$ cat config.mk
export PLATFORM = sky130hd
export DESIGN_NAME = sprq_queue
export DESIGN_NICKNAME = d
export VERILOG_FILES = /design/src/design/sprq_pkg.sv /design/src/design/sprq_queue.sv
export SDC_FILE = /design/constraint.sdc
export NUM_CORES = 1
export LEC_CHECK = 0
export BUFFER_PORTS_ARGS = -buffer_cell sky130_fd_sc_hd__buf_2
export CORE_AREA = 3 3 191 193
export DETAILED_ROUTE_END_ITERATION = 10
export DIE_AREA = 0 0 194 196
export GPL_ROUTABILITY_DRIVEN = 0
export HOLD_SLACK_MARGIN = 0.06
export PLACE_DENSITY = 0.62
export SLEW_MARGIN = 20
export SYNTH_ARGS = -nofsm -noshare
export SYNTH_HDL_FRONTEND = slang
export SYNTH_SLANG_ARGS = --single-unit
export TNS_END_PERCENT = 100
$ cat constraint.sdc
create_clock -name i_clk -period 8.65 [get_ports i_clk]
set_input_delay 0.865 -clock i_clk [delete_from_list [all_inputs] [get_ports i_clk]]
set_output_delay 0.865 -clock i_clk [all_outputs]
set_load 0.01 [all_outputs]
$ cat src/design/sprq_pkg.sv
// Shared types, constants and arithmetic helpers for the sprite pixel quad block.
// No dependencies; every other design file refers to this package by scoped names.
`timescale 1ns / 1ps
`default_nettype none

package sprq_pkg;

    // Largest sprite side in pixels; larger image sizes clamp to it.
    localparam int MAX_SIDE = 256;
    localparam int SIDE_W   = 9;

    // Trig magnitudes in unsigned Q1.30: one and sqrt(2)/2 rounded to nearest.
    localparam int TRIG_W = 31;
    localparam logic [TRIG_W-1:0] TRIG_ONE        = 31'd1073741824;
    localparam logic [TRIG_W-1:0] TRIG_HALF_SQRT2 = 31'd759250125;

    // Local corner coordinates in units of 2^-17 m.
    localparam int LOC_W  = 27;
    localparam int SUM_W  = LOC_W + 1;
    localparam int PROD_W = SUM_W + TRIG_W + 1;

    // Queue between front and back.
    localparam int QDEPTH = 4;
    localparam int QPTR_W = $clog2(QDEPTH);
    localparam int QCNT_W = $clog2(QDEPTH + 1);

    typedef enum logic [2:0] {
        CFG_CENTER_X     = 3'd0,
        CFG_CENTER_Y     = 3'd1,
        CFG_PIXEL_WIDTH  = 3'd2,
        CFG_PIXEL_HEIGHT = 3'd3,
        CFG_DIRECTION    = 3'd4,
        CFG_IMAGE_WIDTH  = 3'd5,
        CFG_IMAGE_HEIGHT = 3'd6
    } t_cfg_idx;

    typedef enum logic [1:0] {
        SG_ZERO = 2'b00,
        SG_POS  = 2'b01,
        SG_NEG  = 2'b10
    } t_sign;

    typedef struct packed {
        logic signed [31:0] center_x;
        logic signed [31:0] center_y;
        logic [15:0]        pixel_width;
        logic [15:0]        pixel_height;
        logic [2:0]         direction;
        logic [SIDE_W-1:0]  image_width;
        logic [SIDE_W-1:0]  image_height;
    } t_cfg;

    typedef struct packed {
        logic [7:0] column;
        logic [7:0] row;
        logic [7:0] red;
        logic [7:0] green;
        logic [7:0] blue;
        logic [7:0] opacity;
    } t_pixel;

    typedef struct packed {
        logic signed [31:0] vert_a_x;
        logic signed [31:0] vert_a_y;
        logic signed [31:0] vert_b_x;
        logic signed [31:0] vert_b_y;
        logic signed [31:0] vert_c_x;
        logic signed [31:0] vert_c_y;
        logic [7:0]         out_red;
        logic [7:0]         out_green;
        logic [7:0]         out_blue;
        logic [7:0]         out_opacity;
        logic               last_of_pair;
    } t_tri;

    typedef struct packed {
        logic [7:0] red;
        logic [7:0] green;
        logic [7:0] blue;
        logic [7:0] opacity;
    } t_color;

    // One queued pixel: lower left corner of its square, plus color.
    typedef struct packed {
        logic signed [LOC_W-1:0] lx;
        logic signed [LOC_W-1:0] ly;
        t_color                  color;
    } t_qent;

    // Cosine and sine as sign times a shared magnitude (one or sqrt(2)/2).
    typedef struct packed {
        t_sign kc;
        t_sign ks;
        logic  diag;
    } t_trig;

    function automatic t_trig trig_of(input logic [2:0] dir);
        t_trig t;
        unique case (dir)
            3'd0: t = '{kc: SG_POS,  ks: SG_ZERO, diag: 1'b0};
            3'd1: t = '{kc: SG_POS,  ks: SG_POS,  diag: 1'b1};
            3'd2: t = '{kc: SG_ZERO, ks: SG_POS,  diag: 1'b0};
            3'd3: t = '{kc: SG_NEG,  ks: SG_POS,  diag: 1'b1};
            3'd4: t = '{kc: SG_NEG,  ks: SG_ZERO, diag: 1'b0};
            3'd5: t = '{kc: SG_NEG,  ks: SG_NEG,  diag: 1'b1};
            3'd6: t = '{kc: SG_ZERO, ks: SG_NEG,  diag: 1'b0};
            3'd7: t = '{kc: SG_POS,  ks: SG_NEG,  diag: 1'b1};
        endcase
        return t;
    endfunction

    function automatic logic signed [SUM_W-1:0] sign_term(input t_sign k,
                                                          input logic signed [LOC_W-1:0] v);
        logic signed [SUM_W-1:0] e;
        logic signed [SUM_W-1:0] r;
        e = {v[LOC_W-1], v};
        unique case (k)
            SG_POS:  r = e;
            SG_NEG:  r = -e;
            default: r = '0;
        endcase
        return r;
    endfunction

    // Round a 2^-47 m value to Q16.16 (nearest, ties up), add center, saturate.
    function automatic logic [31:0] place(input logic signed [PROD_W-1:0] v,
                                          input logic signed [31:0] c);
        logic signed [33:0] s;
        logic [31:0]        r;
        s = $signed({{(34 - (PROD_W - 31)){v[PROD_W-1]}}, v[PROD_W-1:31]})
          + $signed({{2{c[31]}}, c})
          + $signed({33'b0, v[30]});
        if (s[33:31] != {3{s[31]}}) begin
            r = s[33] ? 32'h8000_0000 : 32'h7FFF_FFFF;
        end else begin
            r = s[31:0];
        end
        return r;
    endfunction

endpackage

`default_nettype wire

$ cat src/design/sprq_queue.sv
// Short queue of scaled pixels between the front and back ends.
// Depends on sprq_pkg.
`timescale 1ns / 1ps
`default_nettype none

module sprq_queue (
    input  wire logic        i_clk,
    input  wire logic        i_rst_n,
    input  wire logic        i_push_valid,
    output logic             o_push_ready,
    input  sprq_pkg::t_qent  i_push_data,
    output logic             o_pop_valid,
    input  wire logic        i_pop_ready,
    output sprq_pkg::t_qent  o_pop_data
);

    sprq_pkg::t_qent                r_mem [sprq_pkg::QDEPTH];
    logic [sprq_pkg::QPTR_W-1:0]    r_wr_ptr;
    logic [sprq_pkg::QPTR_W-1:0]    r_rd_ptr;
    logic [sprq_pkg::QCNT_W-1:0]    r_count;
    logic                           push;
    logic                           pop;

    assign o_push_ready = (r_count != sprq_pkg::QCNT_W'(sprq_pkg::QDEPTH));
    assign o_pop_valid  = (r_count != '0);
    assign o_pop_data   = r_mem[r_rd_ptr];
    assign push         = i_push_valid && o_push_ready;
    assign pop          = o_pop_valid && i_pop_ready;

    always_ff @(posedge i_clk) begin
        if (!i_rst_n) begin
            r_wr_ptr <= '0;
            r_rd_ptr <= '0;
            r_count  <= '0;
        end else begin
            if (push) begin
                r_wr_ptr <= r_wr_ptr + 1'b1;
            end
            if (pop) begin
                r_rd_ptr <= r_rd_ptr + 1'b1;
            end
            if (push && !pop) begin
                r_count <= r_count + 1'b1;
            end else if (pop && !push) begin
                r_count <= r_count - 1'b1;
            end
        end
    end

    always_ff @(posedge i_clk) begin
        if (push) begin
            r_mem[r_wr_ptr] <= i_push_data;
        end
    end

    assert property (@(posedge i_clk) disable iff (!i_rst_n)
        r_count <= sprq_pkg::QCNT_W'(sprq_pkg::QDEPTH))
        else $error("queue count beyond depth");

    assert property (@(posedge i_clk) disable iff (!i_rst_n)
        (push && !pop) |=> (r_count != '0))
        else $error("queue empty after push");

    assert property (@(posedge i_clk) disable iff (!i_rst_n)
        (r_count == '0) |-> (r_wr_ptr == r_rd_ptr))
        else $error("queue pointers differ while empty");

endmodule

`default_nettype wire

# ---- Word level (Yosys, flattened, before mapping)
# Memories as Yosys holds them, arrays and structs flattened. A register that Yosys moved wholly into a read port is not among the register bits.
# Index checks and enable logic that the tools add are counted.
dict set report word_totals {
  ff_bits 7
  latch_bits 0
  mem_bits_rw 344
  mem_bits_ro 0
  out_inout_bits 88
  wordCells 23
  n_memories 1
}
# name words word_bits rd rd_ports_with_merged_regs write_ports line_no
set mem_list {}
lappend mem_list {r_mem 4 86 1 1 1 sprq_queue.sv:17} ;# sprq_pkg::t_qent r_mem [sprq_pkg::QDEPTH];
dict set report op_classes {
  add_sub_neg 4
  n_mul 0
  div 0
  order_cmp 0
  eq_ne 1
  shifts 0
  mux 6
  n_bitwise 0
  reduce_logical 8
}
# op count
set op_table {}
lappend op_table {{3-bit two-way mux} 2}
lappend op_table {{2-bit by 1-bit adder with 2-bit output, second input constant} 2}
lappend op_table {{1-bit logical AND} 4}
lappend op_table {{2-bit two-way mux} 2}
lappend op_table {{3-bit by 1-bit adder with 3-bit output, second input constant} 1}
lappend op_table {{3-bit inequality test, second input constant} 1}
lappend op_table {{3-bit nonzero test} 1}
lappend op_table {{3-bit by 1-bit subtractor with 3-bit output, second input constant} 1}
lappend op_table {{1-bit logical NOT} 2}
lappend op_table {{1-bit two-way mux} 2}
lappend op_table {{2-bit nonzero test} 1}

# ---- Depth between registers and ports, before layout
dict set report logic_depth {
  word_depth 6
  ltp_mapped 8
}

# ---- Worst setup path after synthesis
# OpenSTA, ideal clock, no wires.
dict set report synth_path {
  path_kind {input-to-reg}
  startpoint {in i_push_valid}
  endpoint {mem r_mem[0][0] in the netlist's numbering (enable)}
  setup_time_ns 0.454
  t_arrival_ns 3.185
  t_required_ns 8.196
  path_slack_ns 5.011
  path_stages 2
  n_path_buf 0
  path_cell_list {a21boi_2 -> and2_1}
}
dict set report synth_between {
  elab_chain_len 3
}
# element line_no
set synth_lines {}
lappend synth_lines {{from (decl)} sprq_queue.sv:9} ;# input wire logic i_push_valid,
lappend synth_lines {{1-bit logical AND} sprq_queue.sv:27} ;# assign push = i_push_valid && o_push_ready;
lappend synth_lines {{1-bit two-way mux} sprq_queue.sv:51} ;# if (push) begin
lappend synth_lines {{1-bit two-way mux (implied by the code)} sprq_queue.sv:52} ;# r_mem[r_wr_ptr] <= i_push_data;
lappend synth_lines {{to (decl)} sprq_queue.sv:17}
# Every way passes these cells.

==> run metrics <==
status finished clean; initial antenna violation count 3; number of remaining DRC errors 0; drt first pass iters 6; proportion of layout cells with a drive suffix above 1 0.442; relative slew slack 0.366; fin cells 1183; port bufs 177; antenna-violating nets left 0; Worst Setup Start Kind register; Starting Density 0.372; vias in the first global route 6330; Mean Syn Cell Area 25.9 sq um; FILL cells 2966; Seq. cell area roughly 11000 sq um; mean routed wirelength per cell 21.0 microns; CTS tree yes; Max VDD drop 0.185 mV; Worst-Skew Late Latency 530 ps; Fin. Hold Viols 0; clock sink count 353; Cells after Synth about 500; Hold Path Origin r_wr_ptr[1]; RR Endpoint r_mem[3][32]; crit share post-route 0.470; crit path max fanout 44; GRT Total Usage 0.132; hpwl dp 14.3 mm; largest net degree at the start of global routing 57; post_cts resized 0; Post-synth top cells 344 x edfxtp_1, 86 x mux4_2, 10 x buf_2; post-synthesis sequential area ratio 0.814; cts bufs inserted 38; Slew @ Worst Pin ~950 ps; diode count 0; Slew Limit Fails 0; clock root cell clkbuf_16; Ports 178; via density per instance 4.92; Final nets 796; CTS Buffer Depth 3; number of cells on the worst reg-to-reg path 4; Post-synth EDFFs 344; setup TNS 0 ps; chip width 194 microns; synthesized cell area about 13000 sq um; Yosys reg bits roughly 350; total gr overflow 0; most frequent cell after synthesis edfxtp_1; RR Startpoint r_count[0]; # rows 68; Min-Delay Path Depth 2; core footprint between 30000 and 40000 sq um; Hold WC Path Type register to register; largest cells by area after synthesis edfxtp_1 80%, mux4_2 15%, dfxtp_1 1.4%, buf_12 0.77%, ha_1 0.48%; Syn Nets 594; post-synth top area share 0.800; reg2reg setup slack 5950 ps; H-tree depth 2; Die Ht 196 microns; Post-synth top flop edfxtp_1; Async SR Flop Fraction 0; maxcap violations 0; hold buffers post-CTS 0; area of the multi-input gates ~2200 sq um; Syn. warnings 0; final setup fails 0; crit path time final 4070 ps; fmax approximately 250 MHz; WHS Endpoint r_wr_ptr[1]; RSZ-0062 raised after global routing no; final WL approximately 25 mm; DR iter-0 viols 345; number of setup buffers added after CTS 0; CP required 7790 ps; Yosys top cell by area edfxtp_1; crit end category output port; Vias 5823; Pleak slightly above 5 nW; critical path arrival 3200 ps; skew final 9.40 ps; power density over cell area 301 nW/um^2; CTS clk-pin slew, worst paths 60 ps; global-route wire length before repair approximately 38 mm; placed insts roughly 1100; area added between synthesis and finish 19.4%; Die ar. approximately 38000 sq um; critical path class register to output port; Unique masters post-synth 23
## layout by cell type, fill, tap and decap left out, types with 2 or more instances in the layout
| cell type | instances |
|---|---|
| inv_1 | 3 |
| bufinv_16 | 2 |
| xnor2_1 | 3 |
| clkbuf_16 | 39 |
| and2_1 | 4 |
| ha_1 | 5 |
| clkinv_8 | 2 |
| and2_4 | 4 |
| clkbuf_1 | 16 |
| clkinv_1 | 6 |
| clkinv_2 | 3 |
| or3_1 | 2 |
| nand2_1 | 5 |
| dfxtp_1 | 7 |
| buf_2 | 177 |
| mux2i_1 | 3 |
| edfxtp_1 | 344 |
| dfxtp_4 | 2 |
| mux4_2 | 86 |
| buf_4 | 6 |
## kinds of logic (layout without fill, tap and decap cells)
kind of cell,count (synthesis),after routing,share of synthesized area
buf+inv,24,254,0.0148
xor+xnor,4,4,0.00271
simple gates,17,17,0.00707
flops,353,353,0.814
compound gates,5,5,0.00310
fa+ha+maj,6,6,0.00639
mux,89,89,0.152
## power breakdown
part	leakage [nW]	total, mW	internal (mW)	switching, mW
Sequential	3.23	2.19	2.08	0.113
Combinational	1.32	0.952	0.477	0.475
Clock	0.563	1.50	0.894	0.609
Total	5.11	4.65	3.45	1.20
## state kept, by name, summed over array words and instances (netlist names), named ones only
register and flops:
r_rd_ptr 2, r_mem 344, r_count 3, r_wr_ptr 2
## layout make-up
cell class / instances / area share
Clock buffer: 55 / 0.0672
Clock inverter: 13 / 0.00844
Inverter: 3 / 0.000730
Multi-Input combinational cell: 121 / 0.144
Sequential cell: 353 / 0.682
Tap cell: 455 / 0.0369
Timing Repair Buffer: 183 / 0.0604
## layer usage
| layer | track usage | vias up | part of all wire |
|---|---|---|---|
| li1 | - | 2542 | - |
| met1 | 0.175 | 3058 | 0.43 |
| met2 | 0.215 | 174 | 0.49 |
| met3 | 0.0371 | 45 | 0.064 |
| met4 | 0.0354 | 4 | 0.019 |
| met5 | 0 | - | 0.0011 |
## how the worst max path moves through the flow
stage / to / from / slack (ps) / cells after the start
3_5_place_dp: o_pop_data[19] / register / 4950 / 3
5_1_grt: o_pop_data[23] / register / 4200 / 3
6_report: o_pop_data[23] / register / 4580 / 3
2_1_floorplan: r_mem[0][0] / i_push_valid / 5010 / 2
4_1_cts: o_pop_data[19] / register / 4370 / 3
3_3_place_gp: o_pop_data[23] / register / 4950 / 3
## metrics by stage
stage                     hold WS (ps)  utilization  area [sq um]  power (mW)  worst slack (ps)
after CTS                          503        0.444         15400        4.75              4370
after global placement             486        0.411         14300        3.21              4950
after floorplan                    468            -         12900        2.88              5010
after detailed placement           495        0.411         14300        3.22              4950
after global routing               527        0.444         15400        4.88              4200
final                              498        0.444         15400        4.65              4580
## critical path, cell delays in order (launching register included)
cell     delay (ps)
dfxtp_4         940
buf_4           850
mux4_2          610
buf_2           170
Power figures use the tool's default switching activity.
