**src/design/sprq_pkg.sv**
```systemverilog
// Shared types, constants and arithmetic helpers for the sprite pixel quad block.
// No dependencies; every other design file refers to this package by scoped names.
`timescale 1ns / 1ps
`default_nettype none

package sprq_pkg;

    // Largest sprite side in pixels; larger image sizes clamp to it.
    localparam int MAX_SIDE = 256;
    localparam int SIDE_W   = 9;

    // Trig magnitudes in unsigned Q1.30: one and sqrt(2)/2 rounded to nearest.
    localparam int TRIG_W = 31;
    localparam logic [TRIG_W-1:0] TRIG_ONE        = 31'd1073741824;
    localparam logic [TRIG_W-1:0] TRIG_HALF_SQRT2 = 31'd759250125;

    // Local corner coordinates in units of 2^-17 m.
    localparam int LOC_W  = 27;
    localparam int SUM_W  = LOC_W + 1;
    localparam int PROD_W = SUM_W + TRIG_W + 1;

    // Queue between front and back.
    localparam int QDEPTH = 4;
    localparam int QPTR_W = $clog2(QDEPTH);
    localparam int QCNT_W = $clog2(QDEPTH + 1);

    typedef enum logic [2:0] {
        CFG_CENTER_X     = 3'd0,
        CFG_CENTER_Y     = 3'd1,
        CFG_PIXEL_WIDTH  = 3'd2,
        CFG_PIXEL_HEIGHT = 3'd3,
        CFG_DIRECTION    = 3'd4,
        CFG_IMAGE_WIDTH  = 3'd5,
        CFG_IMAGE_HEIGHT = 3'd6
    } t_cfg_idx;

    typedef enum logic [1:0] {
        SG_ZERO = 2'b00,
        SG_POS  = 2'b01,
        SG_NEG  = 2'b10
    } t_sign;

    typedef struct packed {
        logic signed [31:0] center_x;
        logic signed [31:0] center_y;
        logic [15:0]        pixel_width;
        logic [15:0]        pixel_height;
        logic [2:0]         direction;
        logic [SIDE_W-1:0]  image_width;
        logic [SIDE_W-1:0]  image_height;
    } t_cfg;

    typedef struct packed {
        logic [7:0] column;
        logic [7:0] row;
        logic [7:0] red;
        logic [7:0] green;
        logic [7:0] blue;
        logic [7:0] opacity;
    } t_pixel;

    typedef struct packed {
        logic signed [31:0] vert_a_x;
        logic signed [31:0] vert_a_y;
        logic signed [31:0] vert_b_x;
        logic signed [31:0] vert_b_y;
        logic signed [31:0] vert_c_x;
        logic signed [31:0] vert_c_y;
        logic [7:0]         out_red;
        logic [7:0]         out_green;
        logic [7:0]         out_blue;
        logic [7:0]         out_opacity;
        logic               last_of_pair;
    } t_tri;

    typedef struct packed {
        logic [7:0] red;
        logic [7:0] green;
        logic [7:0] blue;
        logic [7:0] opacity;
    } t_color;

    // One queued pixel: lower left corner of its square, plus color.
    typedef struct packed {
        logic signed [LOC_W-1:0] lx;
        logic signed [LOC_W-1:0] ly;
        t_color                  color;
    } t_qent;

    // Cosine and sine as sign times a shared magnitude (one or sqrt(2)/2).
    typedef struct packed {
        t_sign kc;
        t_sign ks;
        logic  diag;
    } t_trig;

    function automatic t_trig trig_of(input logic [2:0] dir);
        t_trig t;
        unique case (dir)
            3'd0: t = '{kc: SG_POS,  ks: SG_ZERO, diag: 1'b0};
            3'd1: t = '{kc: SG_POS,  ks: SG_POS,  diag: 1'b1};
            3'd2: t = '{kc: SG_ZERO, ks: SG_POS,  diag: 1'b0};
            3'd3: t = '{kc: SG_NEG,  ks: SG_POS,  diag: 1'b1};
            3'd4: t = '{kc: SG_NEG,  ks: SG_ZERO, diag: 1'b0};
            3'd5: t = '{kc: SG_NEG,  ks: SG_NEG,  diag: 1'b1};
            3'd6: t = '{kc: SG_ZERO, ks: SG_NEG,  diag: 1'b0};
            3'd7: t = '{kc: SG_POS,  ks: SG_NEG,  diag: 1'b1};
        endcase
        return t;
    endfunction

    function automatic logic signed [SUM_W-1:0] sign_term(input t_sign k,
                                                          input logic signed [LOC_W-1:0] v);
        logic signed [SUM_W-1:0] e;
        logic signed [SUM_W-1:0] r;
        e = {v[LOC_W-1], v};
        unique case (k)
            SG_POS:  r = e;
            SG_NEG:  r = -e;
            default: r = '0;
        endcase
        return r;
    endfunction

    // Round a 2^-47 m value to Q16.16 (nearest, ties up), add center, saturate.
    function automatic logic [31:0] place(input logic signed [PROD_W-1:0] v,
                                          input logic signed [31:0] c);
        logic signed [33:0] s;
        logic [31:0]        r;
        s = $signed({{(34 - (PROD_W - 31)){v[PROD_W-1]}}, v[PROD_W-1:31]})
          + $signed({{2{c[31]}}, c})
          + $signed({33'b0, v[30]});
        if (s[33:31] != {3{s[31]}}) begin
            r = s[33] ? 32'h8000_0000 : 32'h7FFF_FFFF;
        end else begin
            r = s[31:0];
        end
        return r;
    endfunction

endpackage

`default_nettype wire

```
**src/design/sprq_front.sv**
```systemverilog
// Front end: takes pixels, drops transparent ones, scales to the local corner.
// Depends on sprq_pkg.
`timescale 1ns / 1ps
`default_nettype none

module sprq_front (
    input  wire logic            i_clk,
    input  wire logic            i_rst_n,
    input  sprq_pkg::t_cfg       i_cfg,
    input  wire logic            i_valid,
    output logic                 o_ready,
    input  sprq_pkg::t_pixel     i_pixel,
    output logic                 o_valid,
    input  wire logic            i_ready,
    output sprq_pkg::t_qent      o_ent
);

    logic                               r_valid;
    sprq_pkg::t_qent                    r_ent;
    logic [sprq_pkg::SIDE_W-1:0]        iw_c;
    logic [sprq_pkg::SIDE_W-1:0]        ih_c;
    logic signed [10:0]                 dx;
    logic signed [10:0]                 dy;
    logic signed [27:0]                 mx;
    logic signed [27:0]                 my;
    sprq_pkg::t_qent                    n_ent;
    logic                               take;

    always_comb begin
        iw_c = (i_cfg.image_width > sprq_pkg::SIDE_W'(sprq_pkg::MAX_SIDE))
             ? sprq_pkg::SIDE_W'(sprq_pkg::MAX_SIDE) : i_cfg.image_width;
        ih_c = (i_cfg.image_height > sprq_pkg::SIDE_W'(sprq_pkg::MAX_SIDE))
             ? sprq_pkg::SIDE_W'(sprq_pkg::MAX_SIDE) : i_cfg.image_height;
        dx = $signed({2'b00, i_pixel.column, 1'b0}) - $signed({2'b00, iw_c});
        dy = $signed({2'b00, i_pixel.row, 1'b0}) - $signed({2'b00, ih_c});
        mx = dx * $signed({1'b0, i_cfg.pixel_width});
        my = dy * $signed({1'b0, i_cfg.pixel_height});
        n_ent.lx            = mx[sprq_pkg::LOC_W-1:0];
        n_ent.ly            = my[sprq_pkg::LOC_W-1:0];
        n_ent.color.red     = i_pixel.red;
        n_ent.color.green   = i_pixel.green;
        n_ent.color.blue    = i_pixel.blue;
        n_ent.color.opacity = i_pixel.opacity;
    end

    assign o_ready = !r_valid || i_ready;
    assign take    = i_valid && o_ready;
    assign o_valid = r_valid;
    assign o_ent   = r_ent;

    always_ff @(posedge i_clk) begin
        if (!i_rst_n) begin
            r_valid <= 1'b0;
        end else if (o_ready) begin
            // drop transparent pixels here
            r_valid <= take && (i_pixel.opacity != 8'd0);
        end
    end

    always_ff @(posedge i_clk) begin
        if (take) begin
            r_ent <= n_ent;
        end
    end

endmodule

`default_nettype wire

```
**config.mk**
```make
export PLATFORM = sky130hd
export DESIGN_NAME = sprq_front
export DESIGN_NICKNAME = d
export VERILOG_FILES = /design/src/design/sprq_pkg.sv /design/src/design/sprq_front.sv
export SDC_FILE = /design/constraint.sdc
export NUM_CORES = 1
export LEC_CHECK = 0
export ABC_CLOCK_PERIOD_IN_PS = 11200
export BUFFER_PORTS_ARGS = -buffer_cell sky130_fd_sc_hd__buf_4
export CAP_MARGIN = 40
export CELL_PAD_IN_SITES_DETAIL_PLACEMENT = 1
export CELL_PAD_IN_SITES_GLOBAL_PLACEMENT = 1
export CORE_MARGIN = 4
export CORE_UTILIZATION = 49
export DETAILED_ROUTE_END_ITERATION = 16
export PLACE_DENSITY = 0.95
export SETUP_SLACK_MARGIN = 0.05
export SLEW_MARGIN = 20
export SYNTH_ARGS = -nofsm -noshare
export SYNTH_HDL_FRONTEND = slang
export SYNTH_SLANG_ARGS = --single-unit
export TNS_END_PERCENT = 30
```
**constraint.sdc**
```tcl
create_clock -name i_clk -period 11.2 [get_ports i_clk]
set_input_delay 0.56 -clock i_clk [delete_from_list [all_inputs] [get_ports i_clk]]
set_output_delay 0.56 -clock i_clk [all_outputs]
set_load 0.005 [all_outputs]
```
Word level (Yosys, flattened, before mapping)
Cells that the tools add are included.
{"block": "totals", "out_inout_bits": 88, "ff_bits": 87, "input_bits": 169, "wordCells": 20}
{"block": "op_classes", "order_cmp": 2, "reduce_logical": 5, "multipliers": 2, "muxes": 2, "add_sub_neg": 2}
{"operator": "10-bit by 17-bit multiplier with 27-bit output", "count": 2}
{"operator": "9-bit by 9-bit subtractor with 10-bit output", "count": 2}
{"operator": "9-bit > comparator, second input constant", "count": 2}
{"operator": "9-bit 2-to-1 mux", "count": 2}
{"operator": "8-bit nonzero test", "count": 1}
{"operator": "1-bit logical AND", "count": 2}
{"operator": "1-bit zero test", "count": 1}
{"operator": "1-bit logical OR", "count": 1}

Logic depth before layout (Yosys ltp)
Gate-level depths: netlist of the first run.
{"block": "logic_depth", "word_depth": 4, "mapped_depth": 30, "ltp_nobuf": 29}

Worst setup path before layout of the first run
Ideal clock, no wire load.
{"block": "synth_timing", "path_type": "input -> register", "from": "in i_cfg[9] (netlist name)", "to": "reg r_ent, in the netlist o_ent[84] (data pin)", "required_time_ns": 10.945, "path_slack_ns": 4.208, "path_buffers": 2, "setup_ns": 0.255, "arrival_ns": 6.737, "cell_stages": 27, "path_cell_list": "nor2b_4 > clkbuf_1 > fa_1 > nor2b_1 > o21ai_0 > a21boi_1 > o21ai_0 > a21oi_1 > xor2_1 > clkbuf_1 > nand2_1 > fa_1 > fa_1 > inv_1 > fa_1 > fa_1 > inv_1 > fa_1 > inv_1 > ha_1 > a211oi_1 > o21bai_2 > a21o_1 > a211oi_2 > o21ai_2 > a311o_1 > and3_1"}
{"block": "synth_between", "elab_chain_len": 4}
{"item": "start: declaration", "line_no": "sprq_front.sv:9", "text": "input sprq_pkg::t_cfg i_cfg,"}
{"item": "9-bit > comparator", "line_no": "sprq_front.sv:30", "text": "iw_c = (i_cfg.image_width > sprq_pkg::SIDE_W'(sprq_pkg::MAX_SIDE))"}
{"item": "9-bit 2-to-1 mux *", "line_no": "sprq_front.sv:31", "text": "? sprq_pkg::SIDE_W'(sprq_pkg::MAX_SIDE) : i_cfg.image_width;"}
{"item": "9-bit by 9-bit subtractor with 10-bit output *", "line_no": "sprq_front.sv:34", "text": "dx = $signed({2'b00, i_pixel.column, 1'b0}) - $signed({2'b00, iw_c});"}
{"item": "10-bit by 17-bit multiplier with 27-bit output *", "line_no": "sprq_front.sv:36", "text": "mx = dx * $signed({1'b0, i_cfg.pixel_width});"}
{"item": "via mx[25]", "line_no": "sprq_front.sv:24", "text": "logic signed [27:0] mx;"}
{"item": "end signal: assignment", "line_no": "sprq_front.sv:62", "text": "r_ent <= n_ent;"}
{"item": "end: declaration", "line_no": "sprq_front.sv:19", "text": "sprq_pkg::t_qent r_ent;"}
The timed path passes the listed nets; every way through them passes the cells marked *.
A chain may end at the register's enable or synchronous reset.

Worst setup path after layout of the first run
{"block": "layout_timing", "from": "in i_cfg[8] (netlist name)", "to": "reg r_ent, in the netlist o_ent[57] (data pin)"}
{"block": "layout_between", "elab_chain_len": 4}
{"item": "9-bit > comparator", "line_no": "sprq_front.sv:32", "text": "ih_c = (i_cfg.image_height > sprq_pkg::SIDE_W'(sprq_pkg::MAX_SIDE))"}
{"item": "9-bit 2-to-1 mux *", "line_no": "sprq_front.sv:33", "text": "? sprq_pkg::SIDE_W'(sprq_pkg::MAX_SIDE) : i_cfg.image_height;"}
{"item": "9-bit by 9-bit subtractor with 10-bit output *", "line_no": "sprq_front.sv:35", "text": "dy = $signed({2'b00, i_pixel.row, 1'b0}) - $signed({2'b00, ih_c});"}
{"item": "10-bit by 17-bit multiplier with 27-bit output *", "line_no": "sprq_front.sv:37", "text": "my = dy * $signed({1'b0, i_cfg.pixel_height});"}
{"item": "via my[25]", "line_no": "sprq_front.sv:25", "text": "logic signed [27:0] my;"}
Marked as above.

==> results.tsv, run 1 <==
metric	value	unit
synth_top_area_share	0.314	
drt_iter0_drc	466	
setup_ws	3510	ps
numPortBuffers	189	
htree_num_levels	3	
cp.arrival	7820	ps
rr_worst_depth	3	
grt_pass1_vias	12600	
area_growth	14.7	%
clock_skew	12.8	ps
holdCritPathClass	in2reg	
die_x	179	um
rrSetupSlack	9220	ps
grt_usage	0.253	
wl	39300	um
slew_violations	0	
cp.required	11330	ps
grt_max_degree	59	
r2r-end	o_ent[85]	
row_count	62	
dp_hpwl	32900	um
yosys.area.top_type	fa_1	
synthTopCellsByCount	inv_1, fa_1, ha_1	
gr-total-overflow	0	
grt_pass1_wl	63400	um
cts.path.max_buffers	2	
netlist_instances	1472	
postCtsResizedCells	0	
drtAntennaViolNets	0	
ys_top_cells_by_area	fa_1, edfxtp_1, ha_1	
viasPerCell	5.40	
drc_errors	0	
synth-edff-count	86	
synth_seq_cells	87	
detailedPlace.worstSlack	3180	ps
clk_latency	360	ps
yosysMostFrequentCell	inv_1	
wire_per_inst	19.4	um
fmax	130	MHz
synth_cell_types	63	
vias	10900	
drtPass1Iterations	5	
syn-num-nets	2039	
dieArea	32000	sq um
fin_nets	2202	
cp_max_fo	9	
dpl.cell_count	2008	
setup_viol	0	
min_from	i_pixel[18]	
async_reset_ff_frac	0	
seq_area_frac_synth	0.182	
fin_tns_setup	0	ps
coreArea	28800	sq um
start_util	0.497	
final-instance-count-excl-fill	2024	
max-cap-violations	0	
cts_tree	done	
path_clk_slew	90	ps
antenna_found_initial	0	
crit_path_start_kind	input pin	
holdWs	384	ps
cts_setup_buffers	0	
ctsHoldBuffers	0	
rsz0062_at_grt	false	
gp_congestion	0.850	
syn_area_per_cell	9.72	sq um
fin_crit	7690	ps
cts_sinks	87	
report.final.hold_viol_count	0	
relSlewSlack	0.499	
reg2reg_from	o_valid	
antenna_cells	0	
ys_warn_count	0	
hold_end	o_ent[18]	
n_fill_cell	3263	
die_h	179	um
critPathCaptureType	flip-flop	
synth_area	14300	sq um
worst_slew_pin_slew	752	ps
worst-setup-path-type	in2reg	
status	finished, final reports clean	
cts_made_buffers	9	
ios	257	
drive_gt1_frac	0.151	
period_share	0.686	
cts.root.buffer_cell	clkbuf_16	
whs_path_depth	1	
ys.flop_type	edfxtp_1	
## metal layers
metal	track usage	routed length, um	vias up
met5	0	0	-
met4	0.0828	1320	0
met3	0.0407	2320	88
met2	0.471	20800	323
met1	0.295	14900	5603
li1	-	-	4923
## final cells by class
class	count	area, sq um	area share
Multi-Input combinational cell	1032	10400	0.632
Tap cell	384	480	0.0293
Inverter	301	1130	0.0689
Clock buffer	9	225	0.0137
Sequential cell	87	2600	0.159
Clock inverter	7	68.8	0.00420
Timing Repair Buffer	204	1530	0.0934
## critical path, stage by stage
cell and delay (ps):
buf_4 100, clkinv_1 230, nand2_1 170, inv_1 70
fa_1 420, nor2b_1 130, o21ai_0 120, a21boi_0 280
o21ai_0 170, a21oi_1 180, xor2_1 590, and2_1 250
fa_1 460, fa_1 560, fa_1 450, fa_1 500
inv_1 50, fa_1 480, inv_1 50, ha_1 370
nand3_1 120, nor2_1 200, o21a_1 220, a21boi_1 150
o31ai_2 350, mux2i_1 140, a2111oi_2 440
## per-stage QoR
stage | cell area [sq um] | utilization
floorplan | 14300 | -
global placement | 16100 | 0.559
detailed placement | 16100 | 0.560
CTS | 16400 | 0.570
global route | 16400 | 0.570
finish | 16400 | 0.570
## logic make-up (layout without fill, tap and decap cells)
| family | Yosys count | count (layout) | share of synthesized area |
|---|---|---|---|
| multiplexers | 1 | 1 | 0.000700 |
| adder cells (fa/ha/maj) | 398 | 398 | 0.466 |
| XOR/XNOR | 54 | 54 | 0.0331 |
| AND/OR/NAND/NOR | 425 | 425 | 0.152 |
| AO/OA/AOI/OAI | 154 | 154 | 0.0728 |
| flip-flops | 87 | 87 | 0.182 |
| buffers and inverters | 353 | 521 | 0.0936 |
## state kept, by name, summed over array words and instances, names as in the netlist
name,flops
o_ent,86
o_valid,1
## how the worst max path moves through the flow
stage                 to  depth (start not counted)      from  slack (ps)
6_report       o_ent[57]                         27  i_cfg[8]        3510
3_3_place_gp   o_ent[57]                         27  i_cfg[8]        3270
3_5_place_dp   o_ent[57]                         27  i_cfg[8]        3180
4_1_cts        o_ent[57]                         27  i_cfg[8]        3520
5_1_grt        o_ent[57]                         27  i_cfg[8]        3040
2_1_floorplan  o_ent[84]                         27  i_cfg[9]        4210
## cell usage in the layout, fill, tap and decap left out, drive strengths merged, types with 3 or more instances in the layout
| cell type | instances |
|---|---|
| and2 | 126 |
| and3 | 10 |
| o31ai | 4 |
| a31oi | 7 |
| o21ai | 29 |
| nand4 | 6 |
| a211oi | 8 |
| a21o | 28 |
| or2 | 14 |
| clkinv | 3 |
| a31o | 5 |
| nor2 | 37 |
| xnor2 | 32 |
| a21boi | 7 |
| buf | 204 |
| nand3 | 6 |
| nor2b | 15 |
| nand2 | 166 |
| edfxtp | 86 |
| clkbuf | 9 |
| nor3 | 6 |
| nand2b | 32 |
| o21a | 4 |
| o21bai | 8 |
| ha | 174 |
| fa | 224 |
| inv | 305 |
| or4 | 3 |
| xor2 | 22 |
| a21oi | 42 |
Power of run 1 is left out: the tool's default activity adds up to more than one toggle a clock period on the data nets, which glitch-free logic cannot reach.
==> run 2, diff against run 1 <==
--- a/config.mk
+++ b/config.mk
@@ -5,15 +5,16 @@
 export SDC_FILE = /design/constraint.sdc
 export NUM_CORES = 1
 export LEC_CHECK = 0
-export ABC_CLOCK_PERIOD_IN_PS = 11200
+export ABC_AREA = 1
+export ABC_CLOCK_PERIOD_IN_PS = 6400
 export BUFFER_PORTS_ARGS = -buffer_cell sky130_fd_sc_hd__buf_4
 export CAP_MARGIN = 40
 export CELL_PAD_IN_SITES_DETAIL_PLACEMENT = 1
 export CELL_PAD_IN_SITES_GLOBAL_PLACEMENT = 1
 export CORE_MARGIN = 4
-export CORE_UTILIZATION = 49
+export CORE_UTILIZATION = 40
 export DETAILED_ROUTE_END_ITERATION = 16
-export PLACE_DENSITY = 0.95
+export PLACE_DENSITY = 0.9
 export SETUP_SLACK_MARGIN = 0.05
 export SLEW_MARGIN = 20
 export SYNTH_ARGS = -nofsm -noshare
==> constraint.sdc (replaced) <==
create_clock -name i_clk -period 6.4 [get_ports i_clk]
set_input_delay 0.32 -clock i_clk [delete_from_list [all_inputs] [get_ports i_clk]]
set_output_delay 0.32 -clock i_clk [all_outputs]
set_load 0.005 [all_outputs]
==> run 2 against run 1 <==
First-iteration DRC count up 90%. Hold slack worse by 230 ps. Wire length rose by 24%. Cell area up 9.2%. Register-to-register slack got worse by 4800 ps. Area after synthesis increased by 0.55%. Largest cell class unchanged.
==> results.tsv, run 2 <==
metric	value	unit	change
status	finished, final reports clean		
fin_nets	2528		+15%
setup_ws	72.6	ps	-3440 ps
synth_seq_cells	87		unchanged
grt_pass1_vias	14600		+15%
gp_congestion	0.912		+7.3%
path_clk_slew	70	ps	-20 ps
row_count	69		+11%
syn-num-nets	2234		+9.6%
largest_reg_flops	86		unchanged
clock_skew	9.86	ps	-2.93 ps
dieArea	39100	sq um	+22%
synth_cell_types	39		-38%
crit_path_start_kind	input pin		
detailedPlace.worstSlack	-256	ps	-3440 ps
drtAntennaViolNets	0		unchanged
critPathCaptureType	flip-flop		
postLayoutCoreUtil	0.505		-0.0652
rsz0062_at_grt	true		
synth_top_family_by_area	adder cells		
synthMuxAreaShare	0		-0.000700
layout_common_cells	inv_1, buf_4, nand2_1		
ctsHoldBuffers	0		unchanged
fmax	158	MHz	
gr-total-overflow	0		unchanged
grt_usage	0.237		-0.0157
relSlewSlack	0.545		+0.0456
drc_errors	0		unchanged
die_x	198	um	+10%
synth_top_area_share	0.312		-0.00172
holdCritPathClass	in2reg		
synth-edff-count	86		unchanged
netlist_instances	1667		+13%
cp.arrival	6390	ps	-1430 ps
cpPeakStageDelay	540	ps	-50 ps
worst-path-buf-inv	5		unchanged
cts_made_buffers	9		unchanged
yosys.area_share.simple	0.174		+0.0216
start_util	0.405		-0.0917
yosys.area.top_type	fa_1		
cp_max_fo	5		-4
report.final.hold_viol_count	0		unchanged
synthTopCellsByCount	inv_1, nand2_1, fa_1		
seq_area_frac_synth	0.181		-0.000997
synth_area	14400	sq um	+0.55%
cts.root.buffer_cell	clkbuf_16		
ios	257		unchanged
dp_hpwl	40100	um	+22%
worst_slew_pin_slew	683	ps	-68.4 ps
yosysMostFrequentCell	inv_1		
grt_max_degree	55		-6.8%
viasPerCell	5.33		-1.3%
fin_crit	6330	ps	
cts_tree	done		
numPortBuffers	189		unchanged
post_synth_fa_ha_maj_area_fraction	0.463		-0.00255
drt_iter0_drc	886		+90%
critPathSlowestCell	fa_1		
ys.flop_type	edfxtp_1		
htree_num_levels	3		unchanged
syn_area_per_cell	8.63	sq um	-11%
wire_per_inst	20.0	um	+3.0%
drtPass1Iterations	5		unchanged
cp.required	6460	ps	-4870 ps
ys_top_cells_by_area	fa_1, edfxtp_1, ha_1		
antenna_found_initial	1		+1
slew_violations	0		unchanged
period_share	0.989		
worst-setup-path-type	in2reg		
max-cap-violations	0		unchanged
synthXorXnorAreaFrac	0.0271		-0.00592
cts_sinks	87		unchanged
area_growth	24.5	%	
layout_commonest_cell	inv_1		
vias	12900		+18%
cts.path.max_buffers	2		unchanged
drive_gt1_frac	0.212		+0.0610
grt_pass1_wl	73600	um	+16%
async_reset_ff_frac	0		unchanged
wl	48600	um	+24%
coreArea	35500	sq um	+23%
ys_warn_count	0		unchanged
crit_family	adder cells		
clk_latency	340	ps	-20 ps
setup_viol	0		unchanged
die_h	198	um	+10%
synth_compound_area_frac	0.0487		-0.0241
-- run 2: cell count changes in the layout (fill, tap and decap cells not counted), moves of 16 or more --
cell	previous run	this run
nor2_1	37	184
and2_1	125	1
nand2_1	166	284
buf_4	204	296
inv_1	297	374
nand3_1	5	73
nand2b_1	32	0
xnor2_1	32	7
a21o_1	27	4
nand2_2	0	22
a21oi_1	42	58
-- run 2: cell type report --
type,instances,area [sq um]
antenna,1,2.50
clock buffer,10,229
clock inverter,5,26.3
fill,4214,17600
inverter,381,1430
multi-input combinational,1180,10700
sequential,87,2600
tap,461,577
timing repair buffer,302,2320
-- run 2: logic make-up after synthesis --
logic type               after synthesis
AND/OR/NAND/NOR                      613
buffers and inverters                402
adder cells (fa/ha/maj)              398
AO/OA/AOI/OAI                        125
flip-flops                            87
XOR/XNOR                              42
-- run 2: final timing paths --
path / from / to / slack [ps] / cells after the start
min reg2reg: o_valid / o_valid / 560 / 2
min: i_pixel[31] / o_ent[31] / 160 / 1
max: i_cfg[9] / o_ent[82] / 70 / 31
max reg2reg: o_valid / o_ent[4] / 4380 / 3
-- run 2: through the flow --
stage               hold slack, ps  cell area [sq um]  std cells  setup TNS (ps)
finish                         158              17900       2427               0
global route                   141              17900       2426            -767
CTS                            141              17300       2412               0
detailed placement             499              17100       2397           -4240
global placement               498              17100       2397           -56.2
floorplan                      419              14400       1667               0
-- run 2: timing repair --
| item | 4_1_cts | 5_1_grt |
|---|---|---|
| setup buffers | 0 | 11 |
| gates resized for setup | 0 | 105 |
| setup endpoints to repair | 0 | 33 |
-- run 2: per-layer routing --
layer / vias to the layer above / GRT usage / routed length (um)
li1: 5734 / - / -
met1: 6567 / 0.286 / 18600
met2: 524 / 0.427 / 24900
met3: 118 / 0.0414 / 3390
met4: 2 / 0.0857 / 1740
met5: - / 0 / 13
Power of run 2 is left out for the same reason.
